$ cat src/drd_pkg.sv
// ----------------------------------------------------------------------------
// drd_pkg: shared types and constants of the detection row decoder
// Field widths, configuration register indexes, reset values and the
// bundles that pass between the pipeline stages.
// ----------------------------------------------------------------------------
package drd_pkg;

	// Field widths.
	localparam int VALUE_W  = 24;
	localparam int GAIN_W   = 16;
	localparam int COUNT_W  = 8;
	localparam int CLASS_W  = 7;
	localparam int EDGE_W   = 16;
	localparam int PROD_W   = 2 * VALUE_W;
	localparam int FRAC_W   = 14;
	localparam int MAG_W    = VALUE_W + 1;
	localparam int CPROD_W  = MAG_W + GAIN_W;
	localparam int EPROD_W  = VALUE_W + GAIN_W;
	localparam int CSHIFT   = 27;
	localparam int ESHIFT   = 26;
	localparam int OUT_W    = 96;

	// Parameter defaults.
	localparam int MAX_CLASSES_DEF = 128;

	// Configuration port.
	localparam int CFG_INDEX_W = 2;
	localparam int CFG_DATA_W  = VALUE_W;

	typedef enum logic [CFG_INDEX_W-1:0] {
		CFG_CLASS_COUNT    = 2'd0,
		CFG_CONF_THRESHOLD = 2'd1,
		CFG_INV_GAIN       = 2'd2
	} cfg_index_t;

	localparam logic [COUNT_W-1:0] CLASS_COUNT_RST    = 8'd80;
	localparam logic [VALUE_W-1:0] CONF_THRESHOLD_RST = 24'd4096;
	localparam logic [GAIN_W-1:0]  INV_GAIN_RST       = 16'd4096;

	// Row layout: four box values, then objectness, then class scores.
	localparam int BOX_FIELDS = 4;
	localparam int OBJ_POS    = 4;
	localparam int CLASS_POS  = 5;

	// Saturation limits of the output fields.
	localparam logic [16:0] EDGE_POS_MAX = 17'd32767;
	localparam logic [16:0] EDGE_NEG_MAX = 17'd32768;
	localparam logic [16:0] SIZE_MAX     = 17'd65535;

	// Class value on its way from the front stage to the ranking stage.
	typedef struct packed {
		logic               valid;
		logic               first;
		logic               last;
		logic               passes;
		logic [CLASS_W-1:0] class_idx;
		logic [PROD_W-1:0]  prod;
		logic               neg_x;
		logic               neg_y;
		logic [MAG_W-1:0]   mag_x;
		logic [MAG_W-1:0]   mag_y;
		logic [VALUE_W-1:0] size_w;
		logic [VALUE_W-1:0] size_h;
	} rank_s2_t;

	// Decoded box on its way to the output stage.
	typedef struct packed {
		logic               result;
		logic               neg_x;
		logic               neg_y;
		logic [CPROD_W-1:0] prod_x;
		logic [CPROD_W-1:0] prod_y;
		logic [EPROD_W-1:0] prod_w;
		logic [EPROD_W-1:0] prod_h;
		logic [VALUE_W-1:0] score;
		logic [CLASS_W-1:0] class_idx;
	} box_s3_t;

endpackage

$ cat src/drd_rank.sv
// ----------------------------------------------------------------------------
// drd_rank: running argmax, row decision and box scaling products
// Keeps the first maximum of the class products and, at the end of a row,
// decides whether a box leaves and multiplies its terms by the gain.
// ----------------------------------------------------------------------------
module drd_rank (
	input  logic                        clk,
	input  logic                        arst_n,
	input  logic                        advance,
	input  drd_pkg::rank_s2_t           rank_s2,
	input  logic [drd_pkg::VALUE_W-1:0] conf_threshold,
	input  logic [drd_pkg::GAIN_W-1:0]  inv_gain,
	output drd_pkg::box_s3_t            box_s3
);

	logic [drd_pkg::VALUE_W-1:0] best_q;
	logic [drd_pkg::CLASS_W-1:0] best_class_q;
	logic [drd_pkg::VALUE_W-1:0] score_sat;
	logic                        take;
	logic [drd_pkg::VALUE_W-1:0] best_next;
	logic [drd_pkg::CLASS_W-1:0] class_next;

	// Truncate the Q20.28 product to Q10.14 and saturate; compare with the best.
	always_comb begin
		if (rank_s2.prod[drd_pkg::PROD_W-1:drd_pkg::FRAC_W+drd_pkg::VALUE_W] != '0) begin
			score_sat = '1;
		end else begin
			score_sat = rank_s2.prod[drd_pkg::FRAC_W+drd_pkg::VALUE_W-1:drd_pkg::FRAC_W];
		end
		take       = rank_s2.first || (score_sat > best_q);
		best_next  = take ? score_sat : best_q;
		class_next = take ? rank_s2.class_idx : best_class_q;
	end

	always_ff @(posedge clk or negedge arst_n) begin
		if (!arst_n) begin
			best_q       <= '0;
			best_class_q <= '0;
		end else if (advance && rank_s2.valid) begin
			best_q       <= best_next;
			best_class_q <= class_next;
		end
	end

	// Stage 3 register: result flag, score and the four scaling products.
	always_ff @(posedge clk or negedge arst_n) begin
		if (!arst_n) begin
			box_s3 <= '0;
		end else if (advance) begin
			box_s3.result    <= rank_s2.valid && rank_s2.last && rank_s2.passes
				&& (best_next > conf_threshold);
			box_s3.neg_x     <= rank_s2.neg_x;
			box_s3.neg_y     <= rank_s2.neg_y;
			box_s3.prod_x    <= drd_pkg::CPROD_W'(rank_s2.mag_x) * drd_pkg::CPROD_W'(inv_gain);
			box_s3.prod_y    <= drd_pkg::CPROD_W'(rank_s2.mag_y) * drd_pkg::CPROD_W'(inv_gain);
			box_s3.prod_w    <= drd_pkg::EPROD_W'(rank_s2.size_w) * drd_pkg::EPROD_W'(inv_gain);
			box_s3.prod_h    <= drd_pkg::EPROD_W'(rank_s2.size_h) * drd_pkg::EPROD_W'(inv_gain);
			box_s3.score     <= best_next;
			box_s3.class_idx <= class_next;
		end
	end

endmodule

$ cat config.mk
export PLATFORM = sky130hd
export DESIGN_NAME = drd_rank
export DESIGN_NICKNAME = d
export VERILOG_FILES = /design/src/drd_pkg.sv /design/src/drd_rank.sv
export SDC_FILE = /design/constraint.sdc
export NUM_CORES = 2
export LEC_CHECK = 0
export ABC_AREA = 1
export BUFFER_PORTS_ARGS = -buffer_cell sky130_fd_sc_hd__clkbuf_2
export CAP_MARGIN = 20
export CORE_UTILIZATION = 45
export CTS_BUF_LIST = sky130_fd_sc_hd__clkbuf_8
export CTS_CLUSTER_SIZE = 16
export DETAILED_ROUTE_END_ITERATION = 8
export PLACE_DENSITY = 0.69
export SYNTH_ARGS = -nofsm -noshare
export SYNTH_HDL_FRONTEND = slang
export SYNTH_SLANG_ARGS = --single-unit
$ cat constraint.sdc
create_clock -name clk -period 3.15 [get_ports clk]
set_clock_uncertainty 0.2 [all_clocks]
set_input_delay 0.1575 -clock clk [delete_from_list [all_inputs] [get_ports clk]]
set_output_delay 0.1575 -clock clk [all_outputs]
set_load 0.005 [all_outputs]
Word level (Yosys, flattened, before mapping). Index checks and enable logic that the tools add are counted.

$mul: 4. $lt $le $gt $ge: 2. Reduce and logical (&&, ||, !) cells: 6. Multiplexer cells: 3.

Operators by type and width (count): $mul A25 B16 Y41 (2); $mul A24 B16 Y40 (2); $gt A24 B24 Y1 (2); $mux W24 (2); $reduce_bool A10 Y1 (1); $mux W7 (1); $logic_and A1 B1 Y1 (4); $logic_or A1 B1 Y1 (1).

Input port bits: 202. Flip-flop bits (word level): 227. Word-level logic and storage cells: 26.

Depth between registers and ports, before layout.
Depth after elaboration: 7. Depth in mapped cells: 30.

Worst setup path after synthesis. Ideal clock, no wire load.

Path kind: input to register. From: input inv_gain[1] in the netlist's numbering. To: register box_s3[135] in the netlist's numbering. Cell stages on the path: 25. Data required time: 2.832 ns. Arrival time: 5.501 ns. Path buffers: 3. Path slack: -2.669 ns. Cells stage by stage: clkbuf_1 clkbuf_1 buf_1 nand2_1 fa_1 inv_1 fa_1 inv_1 fa_1 inv_1 fa_1 fa_1 inv_1 fa_1 inv_1 ha_1 nand2_1 inv_1 a21oi_1 nand2_1 nand2_1 nand3_1 or2_2 nand3_1 nand2_1.

Longest elaborated chain between the ends: 1.

Ends and longest elaborated chain: from (decl) (line drd_rank.sv:12) `input logic [drd_pkg::GAIN_W-1:0] inv_gain,`; $mul A25 B16 Y41 (line drd_rank.sv:55) `box_s3.prod_y <= drd_pkg::CPROD_W'(rank_s2.mag_y) * drd_pkg::CPROD_W'(inv_gain);`; to (decl) (line drd_rank.sv:13) `output drd_pkg::box_s3_t box_s3`.

Every way passes these cells. A chain may end at the register's enable or synchronous reset.

Worst setup path after layout.
From: input inv_gain[6] in the netlist's numbering. To: register box_s3[53] in the netlist's numbering.

Longest elaborated chain between the ends: 1.

Ends and longest elaborated chain: $mul A24 B16 Y40 (line drd_rank.sv:57) `box_s3.prod_h <= drd_pkg::EPROD_W'(rank_s2.size_h) * drd_pkg::EPROD_W'(inv_gain);`.

Every way passes these cells.

==> impl_metrics.ini <==
[clock_tree]
clock_latency_ns = 0.74
cts_buffer_depth = 3
cts-htree-levels = 2
cts_buffers = 48
clk_pin_slew_ns = 0.06
cts_tree = built
cts_sinks = 227
cts_root_buf = clkbuf_8

[worst_setup_path]
r2r-start = best_q[15]$_DFFE_PN0P_
path_class = input pin to flop
critical_path.most_common_cell = fa_1
slowest_stage = fa_1
cp_slowest_stage_delay_ns = 0.57
end_kind = flop
critPathMaxFanout = 7
startpoint_type = input pin
path_cells = buf_16 > buf_12 > buf_8 > nand2_2 > inv_2 > fa_1 > inv_2 > fa_1 > fa_1 > inv_2 > fa_1 > fa_1 > inv_2 > fa_1 > inv_2 > ha_4 > nand2_4 > nor2_4 > buf_6 > a21oi_2 > nand3_4 > buf_4 > xnor2_2 > o21ai_1
cp.arrival_ns = 5.34
setup.worst_path.start = inv_gain[6]
crit_required_ns = 3.56

[die]
die_y_um = 378.8
rows = 137
ios = 398
die_w_um = 378.8
dieArea_um2 = 143500
core-area_um2 = 140200
start_util_pct = 45.57

[detailed_routing]
viasPerCell = 5.013
drc = 0
first_pass_iters = 5
num_vias = 59180
antenna_left = 0
totalWireLength_mm = 208.5
post_drt_wl_per_cell_um = 17.67
drt_iter0_drc = 3940

[timing]
setup_slack_ns = -1.786
fmax_ghz = 0.2026
maxSlewViolCount = 0
setup-tns-final_ns = -211.98
setup_viol = 142
post-route-min-period_ns = 4.936
relSlewSlack_pct = 41.54
worst_pin_slew_ns = 0.8769
hold_violations = 0
final.period_utilization_pct = 156.7
rsz0062_at_grt = yes

[synth]
synth_commonest_cells = nand2_1 (2766), inv_1 (2451), fa_1 (1252)
synth.distinct_cells = 37
yosys_warnings = 0
yosys-top-cells-area = fa_1 (39%), nand2_1 (16%), inv_1 (14%)
synth_edf_count = 0
yosysTopAreaCell = fa_1
synth_area_per_cell_um2 = 7.333
syn-num-nets = 10670
async_flop_share_pct = 100.0
synth_seq_area_share_pct = 8.889
ys_ff_latch = 227
mappedNetlistArea_um2 = 63900
synthFlopType = dfrtp_1
synth_top_area_share_pct = 39.22
synth_cells = 8714
synth.most_common_cell = nand2_1

[placement]
dp_hpwl_mm = 155.2
routabilityCongestion = 0.9409
port_buffers = 383

[status]
violations = negative setup slack
status = finished, violations left

[global_routing]
grt_pass1_wl_mm = 327.5
antenna_found_initial = 19
overflow = 0
gr-usage-all-layers_pct = 28.88
grt_max_degree = 110
grt_pass1_vias = 62190

[min_path]
min_path_type = input pin to flop
min_from = conf_threshold[11]

[finish]
num-nets-final = 11840
areaGrowthSynthToFinish_pct = 33.80
drive_above_1_share_pct = 27.04

[job]
maxCapViolCount = 0
-- per-layer routing --
metal	track usage, %	wire, um
met5	0	151
met4	10.19	9877
met3	5.473	17950
met2	48.83	99180
met1	36.81	81380
-- flip-flops by register name, summed over array words and instances, names as in the netlist --
signal        cells
best_class_q      7
box_s3          196
best_q           24
-- per-stage QoR --
stage          setup slack [ns]  hold slack (ns)  instances  area, um2  util, %
6_report                 -1.786          0.09030      11800      85500    60.98
5_1_grt                  -1.880          0.08460      11800      85490    60.97
4_1_cts                  -1.618         0.004697      11710      82820    59.07
3_5_place_dp             -2.589          0.01964      11420      76420    54.50
3_3_place_gp             -2.599          0.01133      11420      76420    54.50
2_1_floorplan            -2.028          -0.3381       8714      68050        -
-- what timing repair did --
action                                  4_1_cts  5_1_grt
gates cloned                                 41       12
gates resized for setup                     741      528
hold endpoints to repair                    343        0
pin swaps                                   278      336
setup buffers                                84       82
hold buffers                                 81        0
endpoints found under the setup margin      141      144
-- worst paths after layout --
kind                                      endpoint  slack, ns  depth (start not counted)
max                         box_s3[53]$_DFFE_PN0P_      -1.79                         24
min                        box_s3[195]$_DFFE_PN0P_       0.09                          9
max reg2reg                box_s3[195]$_DFFE_PN0P_      -0.54                         23
min reg2reg                box_s3[180]$_DFFE_PN0P_       0.28                          2
max in group asynchronous   box_s3[41]$_DFFE_PN0P_       1.88                          4
min in group asynchronous   best_q[23]$_DFFE_PN0P_       0.44                          4
-- placed cells by master (no fill, tap or decap), types with 20 or more instances in the layout --
| cell | netlist | layout |
|---|---|---|
| nand2_1 | 2766 | 2417 |
| inv_1 | 2451 | 2310 |
| fa_1 | 1252 | 1160 |
| buf_4 | 2 | 835 |
| ha_1 | 498 | 391 |
| clkbuf_2 | 0 | 339 |
| nand2_2 | 5 | 238 |
| dfrtp_1 | 227 | 227 |
| nand3_1 | 280 | 208 |
| inv_2 | 0 | 149 |
| nor2_1 | 242 | 125 |
| nand2_4 | 2 | 114 |
| buf_12 | 0 | 113 |
| ha_4 | 0 | 100 |
| fa_2 | 0 | 92 |
| buf_6 | 4 | 80 |
| dlygate4sd3_1 | 0 | 79 |
| a21oi_2 | 0 | 74 |
| nor2_4 | 0 | 72 |
| a21oi_1 | 177 | 68 |
| o21ai_1 | 0 | 63 |
| clkbuf_8 | 0 | 59 |
| nand3_2 | 1 | 57 |
| buf_16 | 0 | 54 |
| o21ai_0 | 143 | 48 |
| nor2_2 | 1 | 46 |
| a21oi_4 | 0 | 35 |
| nand3b_1 | 27 | 27 |
| o21ai_2 | 0 | 26 |
| xnor2_2 | 0 | 25 |
| and2_1 | 28 | 24 |
| xnor2_1 | 53 | 21 |
| nor3_2 | 0 | 21 |
| xor2_1 | 22 | 20 |
| clkbuf_4 | 0 | 20 |
-- critical path, delay by kind of cell --
kind,cells,cell delay [ns]
adders and majority gates,7,3.44
buffers and inverters,10,0.96
and+or+nand+nor,4,0.33
AOI/OAI and AO/OA,2,0.27
xor gates and xnor gates,1,0.15
-- kinds of logic (layout without fill, tap and decap cells) --
| kind of cell | after synthesis | count (layout) | synth area share [%] |
|---|---|---|---|
| AO/OA/AOI/OAI | 355 | 355 | 2.915 |
| buffers and inverters | 2884 | 4090 | 17.02 |
| flip-flops | 227 | 227 | 8.889 |
| AND/OR/NAND/NOR | 3423 | 3423 | 21.18 |
| other | 0 | 8 | 0 |
| XOR/XNOR | 75 | 75 | 1.028 |
| adder cells (fa/ha/maj) | 1750 | 1750 | 48.97 |
-- final cells by class --
class / count / area (um2)
antenna: 8 / 20.02
clock buffer: 59 / 812.0
clock inverter: 26 / 232.7
fill: 11870 / 54720
inverter: 2452 / 9224
multi-input combinational: 5603 / 53030
sequential: 227 / 5680
tap: 1876 / 2347
timing repair buffer: 1553 / 14160
Power is left out: the tool's default activity adds up to more than one toggle a clock period on the data nets, which glitch-free logic cannot reach.
