==> config.mk <==
export PLATFORM = sky130hd
export DESIGN_NAME = drd_front
export DESIGN_NICKNAME = d
export VERILOG_FILES = /design/src/drd_pkg.sv /design/src/drd_front.sv
export SDC_FILE = /design/constraint.sdc
export NUM_CORES = 2
export LEC_CHECK = 0
export ABC_AREA = 1
export BUFFER_PORTS_ARGS = -buffer_cell sky130_fd_sc_hd__clkbuf_2
export CORE_ASPECT_RATIO = 1.75
export CORE_MARGIN = 2
export CORE_UTILIZATION = 28
export CTS_BUF_LIST = sky130_fd_sc_hd__clkbuf_16
export DETAILED_ROUTE_END_ITERATION = 16
export PLACE_DENSITY = 0.55
export SETUP_SLACK_MARGIN = 0.2
export SLEW_MARGIN = 15
export SYNTH_ARGS = -nofsm -noshare
export SYNTH_HDL_FRONTEND = slang
export SYNTH_SLANG_ARGS = --single-unit
==> constraint.sdc <==
create_clock -name clk -period 7.8 [get_ports clk]
set_clock_uncertainty 0.1 [all_clocks]
set_input_delay 1.56 -clock clk [delete_from_list [all_inputs] [get_ports clk]]
set_output_delay 1.56 -clock clk [all_outputs]
set_load 0.02 [all_outputs]
==> src/drd_pkg.sv <==
// ----------------------------------------------------------------------------
// drd_pkg: shared types and constants of the detection row decoder
// Field widths, configuration register indexes, reset values and the
// bundles that pass between the pipeline stages.
// ----------------------------------------------------------------------------
package drd_pkg;

	// Field widths.
	localparam int VALUE_W  = 24;
	localparam int GAIN_W   = 16;
	localparam int COUNT_W  = 8;
	localparam int CLASS_W  = 7;
	localparam int EDGE_W   = 16;
	localparam int PROD_W   = 2 * VALUE_W;
	localparam int FRAC_W   = 14;
	localparam int MAG_W    = VALUE_W + 1;
	localparam int CPROD_W  = MAG_W + GAIN_W;
	localparam int EPROD_W  = VALUE_W + GAIN_W;
	localparam int CSHIFT   = 27;
	localparam int ESHIFT   = 26;
	localparam int OUT_W    = 96;

	// Parameter defaults.
	localparam int MAX_CLASSES_DEF = 128;

	// Configuration port.
	localparam int CFG_INDEX_W = 2;
	localparam int CFG_DATA_W  = VALUE_W;

	typedef enum logic [CFG_INDEX_W-1:0] {
		CFG_CLASS_COUNT    = 2'd0,
		CFG_CONF_THRESHOLD = 2'd1,
		CFG_INV_GAIN       = 2'd2
	} cfg_index_t;

	localparam logic [COUNT_W-1:0] CLASS_COUNT_RST    = 8'd80;
	localparam logic [VALUE_W-1:0] CONF_THRESHOLD_RST = 24'd4096;
	localparam logic [GAIN_W-1:0]  INV_GAIN_RST       = 16'd4096;

	// Row layout: four box values, then objectness, then class scores.
	localparam int BOX_FIELDS = 4;
	localparam int OBJ_POS    = 4;
	localparam int CLASS_POS  = 5;

	// Saturation limits of the output fields.
	localparam logic [16:0] EDGE_POS_MAX = 17'd32767;
	localparam logic [16:0] EDGE_NEG_MAX = 17'd32768;
	localparam logic [16:0] SIZE_MAX     = 17'd65535;

	// Class value on its way from the front stage to the ranking stage.
	typedef struct packed {
		logic               valid;
		logic               first;
		logic               last;
		logic               passes;
		logic [CLASS_W-1:0] class_idx;
		logic [PROD_W-1:0]  prod;
		logic               neg_x;
		logic               neg_y;
		logic [MAG_W-1:0]   mag_x;
		logic [MAG_W-1:0]   mag_y;
		logic [VALUE_W-1:0] size_w;
		logic [VALUE_W-1:0] size_h;
	} rank_s2_t;

	// Decoded box on its way to the output stage.
	typedef struct packed {
		logic               result;
		logic               neg_x;
		logic               neg_y;
		logic [CPROD_W-1:0] prod_x;
		logic [CPROD_W-1:0] prod_y;
		logic [EPROD_W-1:0] prod_w;
		logic [EPROD_W-1:0] prod_h;
		logic [VALUE_W-1:0] score;
		logic [CLASS_W-1:0] class_idx;
	} box_s3_t;

endpackage

==> src/drd_front.sv <==
// ----------------------------------------------------------------------------
// drd_front: input register, row position tracking and score product
// Places each value in its row, keeps the box values and objectness of the
// current row, and multiplies each class score by the objectness.
// ----------------------------------------------------------------------------
module drd_front #(
	parameter int MAX_CLASSES = drd_pkg::MAX_CLASSES_DEF
) (
	input  logic                              clk,
	input  logic                              arst_n,
	input  logic                              advance,
	input  logic                              in_valid,
	input  logic [drd_pkg::VALUE_W-1:0]       in_value,
	input  logic [drd_pkg::COUNT_W-1:0]       class_count,
	input  logic [drd_pkg::VALUE_W-1:0]       conf_threshold,
	output drd_pkg::rank_s2_t                 rank_s2
);

	localparam int POS_W = $clog2(MAX_CLASSES + drd_pkg::CLASS_POS + 1);

	logic                        valid_s1;
	logic [drd_pkg::VALUE_W-1:0] value_s1;
	logic [POS_W-1:0]            pos_q;
	logic [drd_pkg::VALUE_W-1:0] box_q [drd_pkg::BOX_FIELDS];
	logic [drd_pkg::VALUE_W-1:0] obj_q;
	logic                        passes_q;

	logic [POS_W-1:0]            used;
	logic [POS_W-1:0]            idx;
	logic                        is_box;
	logic                        is_obj;
	logic                        last;
	logic [drd_pkg::MAG_W-1:0]   twice_x;
	logic [drd_pkg::MAG_W-1:0]   twice_y;
	logic                        neg_x;
	logic                        neg_y;
	logic [drd_pkg::MAG_W-1:0]   mag_x;
	logic [drd_pkg::MAG_W-1:0]   mag_y;

	// Input register; it moves whenever the pipeline moves.
	always_ff @(posedge clk or negedge arst_n) begin
		if (!arst_n) begin
			valid_s1 <= 1'b0;
		end else if (advance) begin
			valid_s1 <= in_valid;
		end
	end

	always_ff @(posedge clk) begin
		if (advance) begin
			value_s1 <= in_value;
		end
	end

	// Class count clamped to 1..MAX_CLASSES, and the place of this value.
	always_comb begin
		if (class_count == '0) begin
			used = POS_W'(1);
		end else if (32'(class_count) > 32'(MAX_CLASSES)) begin
			used = POS_W'(MAX_CLASSES);
		end else begin
			used = POS_W'(class_count);
		end
		is_box = pos_q < POS_W'(drd_pkg::OBJ_POS);
		is_obj = pos_q == POS_W'(drd_pkg::OBJ_POS);
		idx    = pos_q - POS_W'(drd_pkg::CLASS_POS);
		last   = ({1'b0, idx} + (POS_W+1)'(1)) >= {1'b0, used};
	end

	// Corner terms 2*c - s as sign and magnitude.
	always_comb begin
		twice_x = {box_q[0], 1'b0};
		twice_y = {box_q[1], 1'b0};
		neg_x   = {1'b0, box_q[2]} > twice_x;
		neg_y   = {1'b0, box_q[3]} > twice_y;
		mag_x   = neg_x ? ({1'b0, box_q[2]} - twice_x) : (twice_x - {1'b0, box_q[2]});
		mag_y   = neg_y ? ({1'b0, box_q[3]} - twice_y) : (twice_y - {1'b0, box_q[3]});
	end

	// Row state: position, box values, objectness and its threshold test.
	always_ff @(posedge clk or negedge arst_n) begin
		if (!arst_n) begin
			pos_q    <= '0;
			obj_q    <= '0;
			passes_q <= 1'b0;
			for (int i = 0; i < drd_pkg::BOX_FIELDS; i++) begin
				box_q[i] <= '0;
			end
		end else if (advance && valid_s1) begin
			if (is_box) begin
				box_q[pos_q[1:0]] <= value_s1;
				pos_q             <= pos_q + POS_W'(1);
			end else if (is_obj) begin
				obj_q    <= value_s1;
				passes_q <= value_s1 > conf_threshold;
				pos_q    <= POS_W'(drd_pkg::CLASS_POS);
			end else if (last) begin
				pos_q <= '0;
			end else begin
				pos_q <= pos_q + POS_W'(1);
			end
		end
	end

	// Stage 2 register: valid flag, product and snapshot of the row's box.
	always_ff @(posedge clk or negedge arst_n) begin
		if (!arst_n) begin
			rank_s2 <= '0;
		end else if (advance) begin
			rank_s2.valid     <= valid_s1 && !is_box && !is_obj;
			rank_s2.first     <= idx == '0;
			rank_s2.last      <= last;
			rank_s2.passes    <= passes_q;
			rank_s2.class_idx <= drd_pkg::CLASS_W'(idx);
			rank_s2.prod      <= drd_pkg::PROD_W'(value_s1) * drd_pkg::PROD_W'(obj_q);
			rank_s2.neg_x     <= neg_x;
			rank_s2.neg_y     <= neg_y;
			rank_s2.mag_x     <= mag_x;
			rank_s2.mag_y     <= mag_y;
			rank_s2.size_w    <= box_q[2];
			rank_s2.size_h    <= box_q[3];
		end
	end

endmodule

Word-level counts from Yosys, hierarchy flattened
Index checks and enable logic that the tools add are counted.
{"block": "op_classes", "addsub": 7, "n_mul": 1, "n_lt_le_gt_ge": 8, "eq_ne": 1, "mux": 10, "bitwise": 2, "reduce_logical": 10}
{"cell": "96-bit bitwise mux", "n": 1}
{"cell": "24-bit by 25-bit greater-than comparator with 1-bit output", "n": 2}
{"cell": "25-bit 2-to-1 mux", "n": 2}
{"cell": "24-bit by 25-bit subtractor with 25-bit output", "n": 2}
{"cell": "25-bit by 24-bit subtractor with 25-bit output", "n": 2}
{"cell": "24-bit demux with 2-bit select", "n": 1}
{"cell": "24-bit by 24-bit multiplier with 48-bit output", "n": 1}
{"cell": "8-bit 2-to-1 mux", "n": 5}
{"cell": "24-bit greater-than comparator", "n": 1}
{"cell": "24-bit 2-to-1 mux", "n": 1}
{"cell": "8-bit zero test", "n": 2}
{"cell": "8-bit by 1-bit adder with 9-bit output, second input constant", "n": 1}
{"cell": "9-bit by 8-bit >= comparator with 1-bit output", "n": 1}
{"cell": "8-bit by 1-bit adder with 8-bit output, second input constant", "n": 1}
{"cell": "8-bit by 3-bit equality test with 1-bit output, second input constant", "n": 1}
{"cell": "8-bit greater-than comparator, second input constant", "n": 1}
{"cell": "8-bit by 3-bit less-than comparator with 1-bit output, second input constant", "n": 1}
{"cell": "8-bit by 3-bit subtractor with 8-bit output, second input constant", "n": 1}
{"cell": "1-bit logical AND", "n": 4}
{"cell": "3-bit >= comparator, second input constant", "n": 1}
{"cell": "3-bit by 1-bit less-than comparator with 1-bit output, second input constant", "n": 1}
{"cell": "2-bit NOT with 3-bit output", "n": 1}
{"cell": "3-bit AND reduction", "n": 1}
{"cell": "1-bit zero test", "n": 2}
{"cell": "2 further kinds", "n": 2}
{"block": "totals", "register_bits": 313}

Logic depth before layout (Yosys ltp)
{"block": "depth", "depth_word": 7, "mapped_depth": 31, "mapped_depth_nobuf": 29}

Least setup slack after synthesis
OpenSTA, ideal clock, no wires.
{"block": "synth_path", "path_type": "register to register", "startpoint": "reg value_s1[13] (netlist name)", "endpoint": "reg rank_s2[139] (netlist name)", "t_arrival_ns": 5.996, "t_required_ns": 7.582, "slack_ns": 1.586, "stages_incl_launch_ff": 29, "synth_period_minus_slack_ns": 6.214, "cell_sequence": "edfxtp_1 clkbuf_1 clkbuf_1 nand2_1 fa_1 inv_1 fa_1 inv_1 fa_1 inv_1 fa_1 inv_1 fa_1 inv_1 fa_1 inv_1 fa_1 inv_1 ha_1 nand2_1 nor2_1 inv_1 nor2_1 nand3_1 nand3b_1 nand3_1 nand2_1 nand3_1 nand2_1"}
{"block": "synth_between", "elab_chain_cells": 1}
{"element": "start: declaration", "line_no": "drd_front.sv:22", "source": "logic [drd_pkg::VALUE_W-1:0] value_s1;"}
{"element": "start signal: assignment", "line_no": "drd_front.sv:51", "source": "value_s1 <= in_value;"}
{"element": "24-bit by 24-bit multiplier with 48-bit output", "line_no": "drd_front.sv:115", "source": "rank_s2.prod <= drd_pkg::PROD_W'(value_s1) * drd_pkg::PROD_W'(obj_q);"}
{"element": "end: declaration", "line_no": "drd_front.sv:16", "source": "output drd_pkg::rank_s2_t rank_s2"}
Every way passes these cells.
A chain may end at the register's enable or synchronous reset.

Worst setup path after layout
{"block": "layout_path", "startpoint": "reg value_s1[6] (netlist name)", "endpoint": "reg rank_s2[144] (netlist name)"}
The elaborated chain is that of the path after synthesis.

==> impl_metrics.env <==
export IMPL_status="completed"
export IMPL_avgViaCountPerCell=4.490
export IMPL_yosysTopAreaCellShare_pct=23.92
export IMPL_timing_final_setup_violations=0
export IMPL_start_kind="flip-flop"
export IMPL_drt_wirelength_per_cell_um=18.85
export IMPL_tritoncts_clock_tree="built"
export IMPL_crit_path_max_incr_delay_ns=1.09
export IMPL_critPathMostFrequentCell="fa_1"
export IMPL_post_cts_hold_buffer_count=0
export IMPL_rows=185
export IMPL_post_route_period_util_pct=93.00
export IMPL_hold_class="flip-flop to flip-flop"
export IMPL_maximum_number_of_pins_on_one_net_before_global_route_repair=156
export IMPL_grt_pass1_wl_um=224500
export IMPL_post_route_cells_drive_above_1_share_pct=7.123
export IMPL_slew_limit_headroom_pct=19.58
export IMPL_timing_hold_worst_path_depth=2
export IMPL_antenna_found_initial=5
export IMPL_grt_pass1_vias=37510
export IMPL_initial_utilization_pct=28.11
export IMPL_nNetsFinal=6792
export IMPL_cts_num_sinks=311
export IMPL_synth_cells=5831
export IMPL_max_freq_mhz=137.9
export IMPL_timing_setup_tns_ns=0
export IMPL_detailedPlace_worstSlack_ns=0.6005
export IMPL_synth_enable_flop_cells=24
export IMPL_worstSkewPairLatency_ns=0.61
export IMPL_rrSetupSlack_ns=0.55
export IMPL_grt_overflow_total=0
export IMPL_report_final_slew_viol_count=0
export IMPL_finalWirelength_um=147800
export IMPL_io_pins=219
export IMPL_chipHeight_um=508.2
export IMPL_synth_flop_cell="dfrtp_1"
export IMPL_worstSetupEndpointType="flip-flop"
export IMPL_worst_pin_slew_ns=1.206
export IMPL_cts_inserted_buffers=34
export IMPL_clock_tree_root_cell="clkbuf_16"
export IMPL_clk_pin_slew_ns=0.07
export IMPL_post_cts_setup_buffer_count=0
export IMPL_all_layer_gr_usage_pct=20.19
export IMPL_drt_first_iter_violations=1549
export IMPL_flow_area_growth_from_synthesis_pct=10.68
export IMPL_maximum_count_of_clock_buffers_along_a_single_path=3
export IMPL_reg2reg_to="rank_s2[144]"
export IMPL_grt_setup_unrepaired="no"
export IMPL_core_area_mm2=0.1447
export IMPL_synthesis_nets=6681
export IMPL_via_count=35210
export IMPL_crit_path_max_fanout=15
export IMPL_floorplan_die_area_mm2=0.1484
export IMPL_worst_path_dominant_cell_family="adder cells"
export IMPL_cp_cell_sequence="buf_4, nand2_1, inv_1, fa_1, inv_1, fa_1, fa_1, fa_1, inv_1, fa_1, fa_1, inv_1, fa_1, inv_1, ha_1, nand2_1, nor2_1, nand2_1, nor2_1, nand4_1, nand3_1, nand2_1, nand3_1, nand2_1"
export IMPL_worstPathArrival_ns=7.63
export IMPL_r2r_start="value_s1[6]"
export IMPL_synth_async_sr_flop_share_pct=92.28
export IMPL_final_setup_worst_slack_ns=0.5461
export IMPL_ys_warn_count=0
export IMPL_synth_area_mm2=0.04067
export IMPL_postSynthAreaPerCell_um2=6.975
export IMPL_r2r_cells=24
export IMPL_hold_end="rank_s2[155]"
export IMPL_worst_path_max_delay_cell="edfxtp_1"
export IMPL_crit_type="flip-flop to flip-flop"
export IMPL_place_congestion=0.9660
export IMPL_ys_seq_area_share_pct=19.43
export IMPL_ctsResizeCount=0
export IMPL_worst_hold_slack_ns=0.3722
export IMPL_dp_hpwl_um=124300
export IMPL_crit_required_ns=8.18
export IMPL_yosys_area_top_type="fa_1"
export IMPL_port_buffers=218
export IMPL_route_detailed_drc=0
export IMPL_post_route_min_period_ns=7.254
export IMPL_cp_num_buf_inv=6
export IMPL_maxCapViolCount=0
export IMPL_detailedRoute_firstPassIterationCount=5
export IMPL_report_final_hold_viol_count=0
export IMPL_h_tree_depth=2
export IMPL_postRouteAntennaNets=0
export IMPL_chipWidth_um=292.1
export IMPL_yosysUniqueCellTypes=44
export IMPL_ys_ff_latch=311
export IMPL_synth_top_cells_by_area="fa_1 (24%), nand2_1 (20%), dfrtp_1 (18%)"
export IMPL_timing_hold_worst_start="rank_s2[155]"
[flip-flops by register name, summed over array words and instances, names as in the netlist]
register and flops:
valid_s1 1, obj_q 24, passes_q 1, value_s1 24, box_q 96, pos_q 8, rank_s2 157
[cell usage after synthesis (13+ instances only)]
cell	count
nor2_1	165
dfrtp_1	287
edfxtp_1	24
ha_1	304
nor3_1	14
a21oi_1	91
buf_2	36
nand2_2	13
fa_1	486
nand3b_1	13
xnor2_1	14
nand2_1	2180
clkbuf_1	184
nand4_1	45
o21ai_0	204
xor2_1	55
inv_1	1461
nand3_1	163
[worst max path at each step]
stage	to	slack, ns	cells after the start	from
2_1_floorplan	rank_s2[139]	1.59	28	value_s1[13]
3_3_place_gp	rank_s2[144]	0.50	24	value_s1[9]
3_5_place_dp	rank_s2[144]	0.60	23	value_s1[18]
4_1_cts	rank_s2[138]	0.49	23	value_s1[18]
5_1_grt	rank_s2[144]	0.30	24	value_s1[6]
6_report	rank_s2[144]	0.55	24	value_s1[6]
[routing by layer]
layer  vias up  share of wire [%]  GRT usage [%]
li1      17020                  -              -
met1     16870                 32          18.63
met2       905                 56          40.42
met3       409                3.1          1.468
met4         2                9.0          15.57
met5         -             0.0081              0
[cell families (layout without fill, tap and decap cells)]
logic type / count (synthesis) / after routing / share of synthesized area [%]
flops: 311 / 311 / 19.43
compound gates: 316 / 316 / 3.981
simple gates: 2630 / 2630 / 25.70
xor+xnor: 69 / 69 / 1.486
buf+inv: 1715 / 1851 / 16.13
other cells: 0 / 5 / 0
fa+ha+maj: 790 / 790 / 33.27
[layout by cell type, fill, tap and decap left out, types with 13 or more instances in the layout]
cell,count
nor3_1,14
nand3b_1,13
clkbuf_2,216
clkbuf_16,35
o21ai_0,204
nand2_1,2180
xor2_1,55
fa_1,486
nor2_1,165
dfrtp_1,287
ha_1,304
inv_1,1463
nand2_2,13
nand3_1,163
a21oi_1,91
edfxtp_1,24
xnor2_1,14
nand4_1,45
buf_4,92
[worst reg2reg max path, cell delays in order (launching register included)]
cell and delay (ns):
edfxtp_1 1.09, buf_4 0.29, nand2_1 0.05, inv_1 0.09
fa_1 0.41, inv_1 0.08, fa_1 0.44, fa_1 0.46
fa_1 0.57, inv_1 0.06, fa_1 0.49, fa_1 0.56
inv_1 0.07, fa_1 0.48, inv_1 0.04, ha_1 0.46
nand2_1 0.26, nor2_1 0.25, nand2_1 0.13, nor2_1 0.20
nand4_1 0.21, nand3_1 0.14, nand2_1 0.06, nand3_1 0.07
nand2_1 0.06
[area by class of cell]
| type | count | area [um2] |
|---|---|---|
| diodes | 5 | 12.51 |
| repair buffers | 315 | 1902 |
| inverters | 1475 | 5547 |
| multi-input cells | 3805 | 26210 |
| well taps | 1870 | 2340 |
| clock inverters | 26 | 230.2 |
| clock buffers | 35 | 875.8 |
| flip-flops and latches | 311 | 7903 |
| fillers | 15850 | 99650 |
[metrics by stage]
stage          utilization [%]  instances  area, um2
5_1_grt                  31.12       7842      45020
6_report                 31.12       7842      45020
3_3_place_gp             30.33       7775      43880
2_1_floorplan                -       5831      40670
3_5_place_dp             30.33       7775      43880
4_1_cts                  31.10       7836      44990
Power is not shown: default switching activity piles up to over one toggle a cycle in this logic, so the estimate is an artifact.
