===== config.mk =====
export PLATFORM = sky130hd
export DESIGN_NAME = drd_out
export DESIGN_NICKNAME = d
export VERILOG_FILES = /design/src/drd_pkg.sv /design/src/drd_out.sv
export SDC_FILE = /design/constraint.sdc
export NUM_CORES = 1
export LEC_CHECK = 0
export ABC_AREA = 1
export BUFFER_PORTS_ARGS = -buffer_cell sky130_fd_sc_hd__buf_2
export CAP_MARGIN = 20
export CORE_AREA = 10 10 107 109
export DETAILED_ROUTE_END_ITERATION = 7
export DIE_AREA = 0 0 117 119
export PLACE_DENSITY = 0.82
export SYNTH_ARGS = -nofsm -noshare
export SYNTH_HDL_FRONTEND = slang
export SYNTH_SLANG_ARGS = --single-unit

===== constraint.sdc =====
create_clock -name clk -period 16.4 [get_ports clk]
set_input_delay 0.82 -clock clk [delete_from_list [all_inputs] [get_ports clk]]
set_output_delay 0.82 -clock clk [all_outputs]
set_load 0.02 [all_outputs]

===== src/drd_pkg.sv =====
// ----------------------------------------------------------------------------
// drd_pkg: shared types and constants of the detection row decoder
// Field widths, configuration register indexes, reset values and the
// bundles that pass between the pipeline stages.
// ----------------------------------------------------------------------------
package drd_pkg;

	// Field widths.
	localparam int VALUE_W  = 24;
	localparam int GAIN_W   = 16;
	localparam int COUNT_W  = 8;
	localparam int CLASS_W  = 7;
	localparam int EDGE_W   = 16;
	localparam int PROD_W   = 2 * VALUE_W;
	localparam int FRAC_W   = 14;
	localparam int MAG_W    = VALUE_W + 1;
	localparam int CPROD_W  = MAG_W + GAIN_W;
	localparam int EPROD_W  = VALUE_W + GAIN_W;
	localparam int CSHIFT   = 27;
	localparam int ESHIFT   = 26;
	localparam int OUT_W    = 96;

	// Parameter defaults.
	localparam int MAX_CLASSES_DEF = 128;

	// Configuration port.
	localparam int CFG_INDEX_W = 2;
	localparam int CFG_DATA_W  = VALUE_W;

	typedef enum logic [CFG_INDEX_W-1:0] {
		CFG_CLASS_COUNT    = 2'd0,
		CFG_CONF_THRESHOLD = 2'd1,
		CFG_INV_GAIN       = 2'd2
	} cfg_index_t;

	localparam logic [COUNT_W-1:0] CLASS_COUNT_RST    = 8'd80;
	localparam logic [VALUE_W-1:0] CONF_THRESHOLD_RST = 24'd4096;
	localparam logic [GAIN_W-1:0]  INV_GAIN_RST       = 16'd4096;

	// Row layout: four box values, then objectness, then class scores.
	localparam int BOX_FIELDS = 4;
	localparam int OBJ_POS    = 4;
	localparam int CLASS_POS  = 5;

	// Saturation limits of the output fields.
	localparam logic [16:0] EDGE_POS_MAX = 17'd32767;
	localparam logic [16:0] EDGE_NEG_MAX = 17'd32768;
	localparam logic [16:0] SIZE_MAX     = 17'd65535;

	// Class value on its way from the front stage to the ranking stage.
	typedef struct packed {
		logic               valid;
		logic               first;
		logic               last;
		logic               passes;
		logic [CLASS_W-1:0] class_idx;
		logic [PROD_W-1:0]  prod;
		logic               neg_x;
		logic               neg_y;
		logic [MAG_W-1:0]   mag_x;
		logic [MAG_W-1:0]   mag_y;
		logic [VALUE_W-1:0] size_w;
		logic [VALUE_W-1:0] size_h;
	} rank_s2_t;

	// Decoded box on its way to the output stage.
	typedef struct packed {
		logic               result;
		logic               neg_x;
		logic               neg_y;
		logic [CPROD_W-1:0] prod_x;
		logic [CPROD_W-1:0] prod_y;
		logic [EPROD_W-1:0] prod_w;
		logic [EPROD_W-1:0] prod_h;
		logic [VALUE_W-1:0] score;
		logic [CLASS_W-1:0] class_idx;
	} box_s3_t;

endpackage


===== src/drd_out.sv =====
// ----------------------------------------------------------------------------
// drd_out: final scaling, saturation and output register
// Shifts the scaling products down to pixels, saturates them, and holds the
// box until the master side takes it. It also makes the pipeline advance.
// ----------------------------------------------------------------------------
module drd_out (
	input  logic                      clk,
	input  logic                      arst_n,
	input  drd_pkg::box_s3_t          box_s3,
	input  logic                      out_ready,
	output logic                      out_valid,
	output logic [drd_pkg::OUT_W-1:0] box_data,
	output logic                      advance
);

	localparam int CQ_W = drd_pkg::CPROD_W - drd_pkg::CSHIFT;
	localparam int EQ_W = drd_pkg::EPROD_W - drd_pkg::ESHIFT;

	logic [CQ_W-1:0]              q_x;
	logic [CQ_W-1:0]              q_y;
	logic [EQ_W-1:0]              q_w;
	logic [EQ_W-1:0]              q_h;
	logic [drd_pkg::EDGE_W-1:0]   left;
	logic [drd_pkg::EDGE_W-1:0]   top;
	logic [drd_pkg::EDGE_W-1:0]   box_width;
	logic [drd_pkg::EDGE_W-1:0]   box_height;
	logic                         out_valid_q;
	logic [drd_pkg::OUT_W-1:0]    box_data_q;

	// Returns a saturated signed edge from a sign and a truncated magnitude.
	function automatic logic [drd_pkg::EDGE_W-1:0] edge_sat(input logic neg,
			input logic [CQ_W-1:0] q);
		logic [16:0] q_ext;
		q_ext = 17'(q);
		if (neg) begin
			edge_sat = (q_ext > drd_pkg::EDGE_NEG_MAX) ? 16'h8000 : 16'(17'd0 - q_ext);
		end else begin
			edge_sat = (q_ext > drd_pkg::EDGE_POS_MAX) ? 16'h7FFF : 16'(q_ext);
		end
	endfunction

	// Returns a saturated unsigned size.
	function automatic logic [drd_pkg::EDGE_W-1:0] size_sat(input logic [EQ_W-1:0] q);
		logic [16:0] q_ext;
		q_ext = 17'(q);
		size_sat = (q_ext > drd_pkg::SIZE_MAX) ? 16'hFFFF : 16'(q_ext);
	endfunction

	// Scale down and saturate.
	always_comb begin
		q_x        = box_s3.prod_x[drd_pkg::CPROD_W-1:drd_pkg::CSHIFT];
		q_y        = box_s3.prod_y[drd_pkg::CPROD_W-1:drd_pkg::CSHIFT];
		q_w        = box_s3.prod_w[drd_pkg::EPROD_W-1:drd_pkg::ESHIFT];
		q_h        = box_s3.prod_h[drd_pkg::EPROD_W-1:drd_pkg::ESHIFT];
		left       = edge_sat(box_s3.neg_x, q_x);
		top        = edge_sat(box_s3.neg_y, q_y);
		box_width  = size_sat(q_w);
		box_height = size_sat(q_h);
	end

	// The pipeline halts only when a box is ready and the output is still full.
	assign advance = !(box_s3.result && out_valid_q && !out_ready);

	always_ff @(posedge clk or negedge arst_n) begin
		if (!arst_n) begin
			out_valid_q <= 1'b0;
		end else if (advance && box_s3.result) begin
			out_valid_q <= 1'b1;
		end else if (out_ready) begin
			out_valid_q <= 1'b0;
		end
	end

	always_ff @(posedge clk) begin
		if (advance && box_s3.result) begin
			box_data_q <= {1'b0, box_s3.class_idx, box_s3.score,
				box_height, box_width, top, left};
		end
	end

	assign out_valid = out_valid_q;
	assign box_data  = box_data_q;

endmodule


==> Word-level counts from Yosys, hierarchy flattened <==
Index checks and enable logic that the tools add are counted.
{ "word_totals": {"elab_cells": 16, "output_inout_bits": 98, "register_bits": 90} }
{ "classes": {"n_addsub": 2, "n_reduce_logical": 6, "mux": 4} }
{ "op_table": {"columns": ["cell", "n"], "rows": [
  ["subtractor 1 x 14 -> 15 bit (first input constant)", 2],
  ["two-way mux 14 bit", 2],
  ["logical AND 1 bit", 3],
  ["logical NOT 1 bit", 2],
  ["two-way mux 1 bit", 2],
  ["nonzero test 2 bit", 1]
]} }

==> Depth between registers and ports, before layout <==
Gate-level depths: netlist (run 1).
{ "logic_depth": {"ltp_word": 5, "ltp_mapped": 7} }

==> Least setup slack after synthesis (run 1) <==
Ideal clock, no wire load.
{ "synth_path": {"path_kind": "input-to-reg", "start": "in out_ready", "end": "reg box_data_q (netlist bit box_data[0]), enable pin", "setup_ps": 566, "n_path_buf": 0, "path_slack_ps": 10672, "required_time_ps": 15834, "stages": 2, "arrival_ps": 5163, "cell_sequence": "inv_1 a21oi_1"} }
{ "synth_between": {"elab_chain_len": 4} }
{ "synth_rtl": {"columns": ["item", "line_no", "text"], "rows": [
  ["from (decl)", "drd_out.sv:10", "input logic out_ready,"],
  ["logical NOT 1 bit", "drd_out.sv:62", "assign advance = !(box_s3.result && out_valid_q && !out_ready);"],
  ["logical AND 1 bit", "drd_out.sv:62", null],
  ["logical NOT 1 bit", "drd_out.sv:62", null],
  ["logical AND 1 bit", "drd_out.sv:75", "if (advance && box_s3.result) begin"],
  ["to (signal assigned)", "drd_out.sv:76", "box_data_q <= {1'b0, box_s3.class_idx, box_s3.score,"],
  ["to (decl)", "drd_out.sv:28", "logic [drd_pkg::OUT_W-1:0] box_data_q;"]
]} }
Every way passes these cells.
A chain may end at the register's enable or synchronous reset.

==> Final worst setup path (run 1) <==
{ "layout_path": {"start": "in out_ready", "end": "out advance"} }
{ "layout_between": {"elab_chain_len": 3} }
{ "layout_rtl": {"columns": ["item", "line_no", "text"], "rows": [
  ["logical NOT 1 bit", "drd_out.sv:62", null],
  ["logical AND 1 bit", "drd_out.sv:62", null],
  ["logical NOT 1 bit", "drd_out.sv:62", null],
  ["to (decl)", "drd_out.sv:13", "output logic advance"]
]} }
Every way passes these cells.

==> metrics.txt, run 1 <==
vias in the first global route 2,686; Initial DRC Count 210; share of cells above drive strength 1 0.4604; register area share after synthesis 0.7473; Avg Cell Area, Syn 13.37 µm²; Num CTS Buffers 9; Hold Crit Class input port to async pin; Ys Warns 0; top-count cell post-synth edfxtp_1; # diodes 0; Synth Flop Type edfxtp_1; max cap viols 0; postcts setup bufs 0; largest area contributor in the netlist edfxtp_1; final setup fails 0; Setup crit end kind primary output; pwr/cell area 108.1 mW/mm²; final worst path period share 0.1332; CTS clk-pin slew, worst paths 0.10 ns; DIE AREA 0.01392 mm²; Post-CTS Resized 0; Die Wd 117 µm; Max VDD drop 0.04198 mV; largest cells by area after synthesis edfxtp_1 74%, nand2_1 5.2%, inv_1 3.1%, nand3_1 2.8%, xor2_1 2.4%; post-synth top area share 0.7404; unrepaired setup endpoints after global routing false; status complete, no violations; GRT overflow 0; post-DP HPWL 8200 µm; first-pass GRT wire length 14,190 µm; IO Port Bufs 185; #FFs+latches synth 90; DR vias 2,711; Cell Area, Synth 0.003610 mm²; Clock Path Buffers 2; Initial Utilization 0.3816; # clock sinks 90; Commonest cells post-synth 89 x edfxtp_1, 50 x nand2_1, 30 x inv_1, 21 x nor2_1, 20 x nand3_1; GPL Wtd Cong 0.8526; synth unique cells 24; number of nets still failing antenna checks after routing 0; vias per cell 4.666; CTS tree yes; post-route DRC violation count 0; Power, Total 0.0005294 W; initial antenna violation count 0; CTS root buffer clkbuf_8; Clk Latency, worst-skew pair 0.36 ns; Max Slew Vio Count 0; Slew headroom 0.5412; Pleak 2.220 nW; crit-path max FO 3; Hold Fails Final Rpt 0; Hold-fix buffers, CTS 0; Layout Cells excl Fill 581; DR pass1 iterations 4; clock skew 0.01456 ns; placed cell count 564; Post-synth EDFFs 89; FFs w/ async S/R, synth 0.01111; Worst Path Required 15.58 ns; fin crit period 2.184 ns; Syn Inst Count 270; chip height 119 µm; crit start category input port; critical path class input port to primary output; Top Ports 297; drt wl/cell 17.46 µm; f_max 0.4578 GHz; crit path DAT 1.36 ns; Nets 663; GRT Total Usage 0.1323; largest net degree at the start of global routing 57; setup TNS 0 ns; Worst Tran Pin Value 0.6882 ns; Core Box Area 0.009459 mm²; num rows 36; Synth-to-Final Area Change 35.67%; # H-tree levels 3; wirelength, routed 10,150 µm
[cells by family (layout without fill, tap and decap cells)]
logic type	count (synthesis)	count (layout)	synth area share
buffers and inverters	41	234	0.05511
AOI/OAI and AO/OA	12	12	0.01837
xor gates and xnor gates	13	13	0.03362
adders and majority gates	2	2	0.006931
and+or+nand+nor	111	111	0.1376
DFF	90	90	0.7473
other	1	5	0.001039
[layout make-up]
class                           count  area [µm²]
Fill cell                         804        4562
Multi-Input combinational cell    143       739.5
Clock buffer                        9       123.9
Inverter                           31       116.4
Clock inverter                      7       123.9
Sequential cell                    90        2698
Timing Repair Buffer              187       953.4
Tap cell                          114       142.6
[worst paths after layout]
path	from	end	slack, ns	cells after the start
max in group asynchronous	arst_n	out_valid$_DFFE_PN0P_	16.08	1
worst max register to register	out_valid$_DFFE_PN0P_	box_data[36]$_DFFE_PP_	14.45	3
worst min register to register	out_valid$_DFFE_PN0P_	out_valid$_DFFE_PN0P_	0.61	2
worst min-delay path	arst_n	out_valid$_DFFE_PN0P_	0.23	1
min in group clk	out_valid$_DFFE_PN0P_	out_valid$_DFFE_PN0P_	0.61	2
worst max-delay path	out_ready	advance	14.22	4
[registers in the layout, summed over array words and instances (netlist names)]
signal,count
box_data,89
out_valid,1
[power breakdown]
part | internal (W) | switching (W)
logic | 0.0000237 | 0.0000473
clock network | 0.000103 | 0.0000819
registers | 0.000270 | 0.00000366
[worst max-delay path: stages]
cell and delay (ns):
buf_2 0.09, inv_1 0.12, nand3_1 0.14, buf_2 0.19
[through the flow]
stage / setup slack, ns / area, µm² / utilization / hold slack [ns]
finish: 14.22 / 4897 / 0.5177 / 0.2261
global route: 14.19 / 4897 / 0.5177 / 0.1953
CTS: 13.75 / 4877 / 0.5156 / 0.2084
detailed placement: 13.36 / 4629 / 0.4894 / 0.5889
global placement: 13.44 / 4629 / 0.4894 / 0.5612
floorplan: 10.67 / 3625 / - / 0.5244
[per-layer routing]
layer	vias to the layer above	part of all wire	global-route usage	wire length [µm]
li1	1306	-	-	-
met1	1241	0.39	0.1417	3998
met2	150	0.49	0.2343	5008
met3	14	0.095	0.04116	964
met4	0	0.017	0.05255	175
met5	-	0	0	0
[cells in the final DEF (no fill, tap or decap), drive strengths merged]
| cell | instances |
|---|---|
| buf | 187 |
| o211ai | 1 |
| clkinv | 2 |
| bufinv | 3 |
| nand4 | 11 |
| edfxtp | 89 |
| conb | 5 |
| nor2 | 22 |
| inv | 33 |
| nand2 | 57 |
| xnor2 | 2 |
| nand3 | 20 |
| ha | 2 |
| a21oi | 1 |
| clkbuf | 9 |
| dfrtp | 1 |
| xor2 | 11 |
| and3 | 1 |
| o21ai | 10 |
(Power assumes the default switching activity.)
==> run 2: changes to the inputs <==
CORE_AREA = not set   (was 10 10 107 109)
CORE_MARGIN = 10   (was not set)
CORE_UTILIZATION = 39   (was not set)
DIE_AREA = not set   (was 0 0 117 119)
PLACE_DENSITY = 0.83   (was 0.82)
clock period = 2.04 ns   (was 16.4 ns; I/O delays follow)
==> run 2 against run 1 <==
Clock power grew to 6.6 times the previous value; core utilization grew 8.3 points; setup slack lost 14 ns; global-route usage grew 2.5 points; critical path type is now flop to flop; largest cell class unchanged; largest power group unchanged.
==> metrics.txt, run 2 (synthesis results as in run 1) <==
status complete, no violations; Hold Fails Final Rpt 0; post-DP HPWL 7879 µm; Core Box Area 0.009109 mm²; first-pass GRT wire length 16,330 µm; Die Wd 116.2 µm; fin crit period 1.431 ns; post-route DRC violation count 0; pre-CTS setup slack 0.6523 ns; commonest non-fill, non-tap cell in the layout buf_2; max FFs per register 89; Worst Path Required 2.03 ns; CTS tree yes; Post-CTS Resized 0; Synth-to-Final Area Change 51.61%; Clk Latency, worst-skew pair 0.35 ns; Bufs and invs on worst path 1; Max Slew Vio Count 0; final worst path period share 0.7014; DR vias 2,942; Pleak 2.455 nW; CP delay by family, top flip-flops; Final WS setup 0.6091 ns; crit-path max FO 89; chip height 116.2 µm; crit path max-delay cell type dfrtp_2; CP cell instances a21oi_4, buf_12; largest net degree at the start of global routing 90; share of cells above drive strength 1 0.4045; DP Area 0.004639 mm²; initial antenna violation count 0; GRT overflow 0; most frequent cells in the layout 185 x buf_2, 89 x edfxtp_1, 63 x dlygate4sd3_1; num rows 35; IO Port Bufs 185; vias in the first global route 3,220; pwr/cell area 748.1 mW/mm²; CTS root buffer clkbuf_8; GRT Total Usage 0.1568; unrepaired setup endpoints after global routing false; Nets 725; wirelength, routed 10,770 µm; Hold Crit Class input port to flop; Final Cell Area 0.005473 mm²; Num CTS Buffers 9; Clock Path Buffers 2; Setup crit end kind flop; # clock sinks 90; r2r setup slk 0.61 ns; Initial Utilization 0.3963; CTS clk-pin slew, worst paths 0.09 ns; DR pass1 iterations 4; f_max 0.6989 GHz; crit start category flop; DIE AREA 0.01350 mm²; GPL Wtd Cong 0.8312; drt wl/cell 16.80 µm; vias per cell 4.590; postcts setup bufs 0; peak per-stage delay on the critical path 0.46 ns; max cap viols 0; Initial DRC Count 195; critical path class flop to flop; final setup fails 0; number of nets still failing antenna checks after routing 0; Max VDD drop 0.2901 mV; # H-tree levels 3; clock skew 0.009443 ns; Top Ports 297; crit path DAT 1.42 ns
run 2: changes by cell type in the layout (fill, tap and decap cells not counted), sizes merged:
cell / before / now
bufinv: 3 / 1
inv: 33 / 34
clkinv: 2 / 3
buf: 187 / 186
diode: 0 / 1
dlygate4sd3: 0 / 63
run 2: repair_timing:
item	CTS	global route
hold endpoints to repair	63	0
setup endpoints to repair	0	0
hold buffers	63	0
run 2: per-stage QoR:
stage               cells  setup TNS [ns]  hold slack (ns)  utilization  total power, W
finish                641               0          0.04233       0.6008        0.004094
global route          640               0          0.03304       0.6005        0.004274
CTS                   640               0          0.01997       0.6005        0.004149
detailed placement    561               0          -0.1071       0.5093        0.002816
global placement      561               0          -0.1108       0.5093        0.002792
floorplan             274          -34.15          -0.1936            -        0.002568
run 2: worst register-to-register path: stages (launching register included):
cell and delay, ns:
dfrtp_2 0.46, a21oi_4 0.16, buf_12 0.37
run 2: report_power, final:
part	internal (W)	switching [W]	leakage, nW
clock network	0.000580	0.000647	0.104
logic	0.000268	0.000398	1.50
registers	0.00217	0.0000312	0.856
run 2: layer usage:
layer,part of all wire,up-vias,global-route usage
met5,0,-,0
met4,0.022,0,0.05922
met3,0.060,17,0.04058
met2,0.56,117,0.2988
met1,0.36,1380,0.1596
li1,-,1428,-
run 2: worst paths after layout:
kind,startpoint,end,cells past startpoint
worst max-delay path,out_valid$_DFFE_PN0P_,box_data[89]$_DFFE_PP_,2
worst min-delay path,out_ready,out_valid$_DFFE_PN0P_,4
worst min register to register,out_valid$_DFFE_PN0P_,out_valid$_DFFE_PN0P_,2
max in group asynchronous,arst_n,out_valid$_DFFE_PN0P_,2
worst max register to register,out_valid$_DFFE_PN0P_,box_data[89]$_DFFE_PP_,2
min in group asynchronous,arst_n,out_valid$_DFFE_PN0P_,2
run 2: final cells by class:
class / count / area [µm²]
Inverter: 31 / 116.4
Clock inverter: 7 / 76.32
Sequential cell: 90 / 2699
Timing Repair Buffer: 249 / 1577
Tap cell: 111 / 138.9
Fill cell: 757 / 3636
Multi-Input combinational cell: 143 / 739.5
Clock buffer: 9 / 123.9
Antenna cell: 1 / 2.502
==> run 3: changes to the inputs <==
CORE_UTILIZATION = 35   (was 39)
PLACE_DENSITY = 0.79   (was 0.83)
clock period = 1.3 ns   (was 2.04 ns; I/O delays follow)
==> run 3 against run 2 <==
Non-clock buffer count up 7; core utilization decreased by 4.6 points; sequential share of layout area fell by 1.6 points; worst hold slack lost 0.022 ns; clock power increased by 74%; flip-flop and latch count stayed put; final cell count rose by 5.0%; register-to-register slack got worse by 0.58 ns; first-iteration DRC count is 39% higher; largest cell class unchanged; highest routed layer unchanged.
==> metrics.txt, run 3 (synthesis results as in run 1) <==
# clock sinks 90; number of nets still failing antenna checks after routing 0; Layout Cells excl Fill 673; DR pass1 iterations 4; CTS tree yes; drt wl/cell 17.51 µm; DIE AREA 0.01478 mm²; Setup crit end kind flop; peak per-stage delay on the critical path 0.46 ns; Power, Total 0.006713 W; GRT overflow 0; pwr/cell area 1188 mW/mm²; Die Wd 121.6 µm; crit path max-delay cell type dfrtp_2; Top Ports 297; CP cell instances a21oi_4, buf_12, clkbuf_16; Initial DRC Count 272; GPL Wtd Cong 0.8776; largest net degree at the start of global routing 46; Hold Crit Class input port to flop; post-route DRC violation count 0; num rows 37; CTS clk-pin slew, worst paths 0.09 ns; Initial Utilization 0.3544; post-DP HPWL 8044 µm; CP delay by family, top flip-flops; fin crit period 1.267 ns; f_max 0.7893 GHz; critical path class flop to flop; commonest non-fill, non-tap cell in the layout buf_2; crit start category flop; crit path DAT 1.33 ns; DP Area 0.004698 mm²; Pleak 2.520 nW; initial antenna violation count 1; DR vias 2,994; Core Box Area 0.01018 mm²; Num CTS Buffers 9; vias in the first global route 3,104; placed cell count 588; GRT Total Usage 0.1488; most frequent cells in the layout 185 x buf_2, 89 x edfxtp_1, 65 x dlygate4sd3_1; Max Slew Vio Count 0; status complete, no violations; Clock Path Buffers 2; final setup fails 0; max FFs per register 89; CTS root buffer clkbuf_8; vias per cell 4.449; Bufs and invs on worst path 2; Final WS setup 0.03305 ns; chip height 121.6 µm; IO Port Bufs 185; max cap viols 0; Synth-to-Final Area Change 56.53%; share of cells above drive strength 1 0.4086; wirelength, routed 11,790 µm; setup TNS 0 ns; Max VDD drop 0.6299 mV; Worst Path Required 1.37 ns; crit-path max FO 22; Final Cell Area 0.005650 mm²; # H-tree levels 3; Clk Latency, worst-skew pair 0.35 ns; Hold Fails Final Rpt 0; Nets 732; first-pass GRT wire length 17,140 µm; final worst path period share 0.9746; clock skew 0.01167 ns; pre-CTS setup slack 0.02058 ns
## run 3: cell count changes in the layout (fill, tap and decap cells not counted), sizes merged
| cell | previous run | this run |
|---|---|---|
| buf | 186 | 189 |
| bufinv | 1 | 2 |
| clkbuf | 9 | 12 |
| clkinv | 3 | 2 |
| dlygate4sd3 | 63 | 65 |
| inv | 34 | 33 |
## run 3: path summary, 6_finish.rpt
kind | from | endpoint | slack [ns] | cells after the start
worst max-delay path | out_valid$_DFFE_PN0P_ | box_data[67]$_DFFE_PP_ | 0.03 | 3
worst min-delay path | box_s3[181] | box_data[2]$_DFFE_PP_ | 0.02 | 3
worst max register to register | out_valid$_DFFE_PN0P_ | box_data[67]$_DFFE_PP_ | 0.03 | 3
worst min register to register | out_valid$_DFFE_PN0P_ | box_data[50]$_DFFE_PP_ | 0.97 | 3
max in group asynchronous | arst_n | out_valid$_DFFE_PN0P_ | 0.64 | 3
min in group asynchronous | arst_n | out_valid$_DFFE_PN0P_ | 0.54 | 3
## run 3: worst min-delay path, cell delays in order
cell and delay (ns):
buf_2 0.09, xor2_1 0.06, inv_1 0.05
## run 3: where the power goes
group / switching, W / internal [W] / leakage, nW
Sequential: 0.0000516 / 0.00340 / 0.856
Combinational: 0.000653 / 0.000464 / 1.55
Clock: 0.00103 / 0.00111 / 0.113
Total: 0.00173 / 0.00498 / 2.52
## run 3: per-layer routing
| layer | vias up | routed length, µm | global-route usage |
|---|---|---|---|
| li1 | 1444 | - | - |
| met1 | 1413 | 4578 | 0.1639 |
| met2 | 128 | 6192 | 0.2706 |
| met3 | 9 | 849 | 0.04440 |
| met4 | 0 | 167 | 0.04322 |
| met5 | - | 0 | 0 |
## run 3: final cells by class
cell class / count / area (µm²)
Antenna cell: 1 / 2.502
Fill cell: 823 / 4534
Timing Repair Buffer: 256 / 1698
Sequential cell: 90 / 2699
Clock inverter: 6 / 97.59
Inverter: 31 / 116.4
Clock buffer: 10 / 127.6
Tap cell: 136 / 170.2
Multi-Input combinational cell: 143 / 739.5
## run 3: stage by stage
step           utilization  hold slack, ns
6_report            0.5548         0.02028
5_1_grt             0.5548         0.01632
4_1_cts             0.5473      0.00003272
3_5_place_dp        0.4613         -0.1579
3_3_place_gp        0.4613         -0.1586
2_1_floorplan            -         -0.2306
## run 3: what timing repair did
item                                    4_1_cts  5_1_grt
hold buffers                                 65        0
buffers inserted                              0        1
cloned                                        0        2
endpoints found under the setup margin       10       45
resized for setup                             0        1
pin swaps                                     0        1
hold endpoints to repair                     63        0
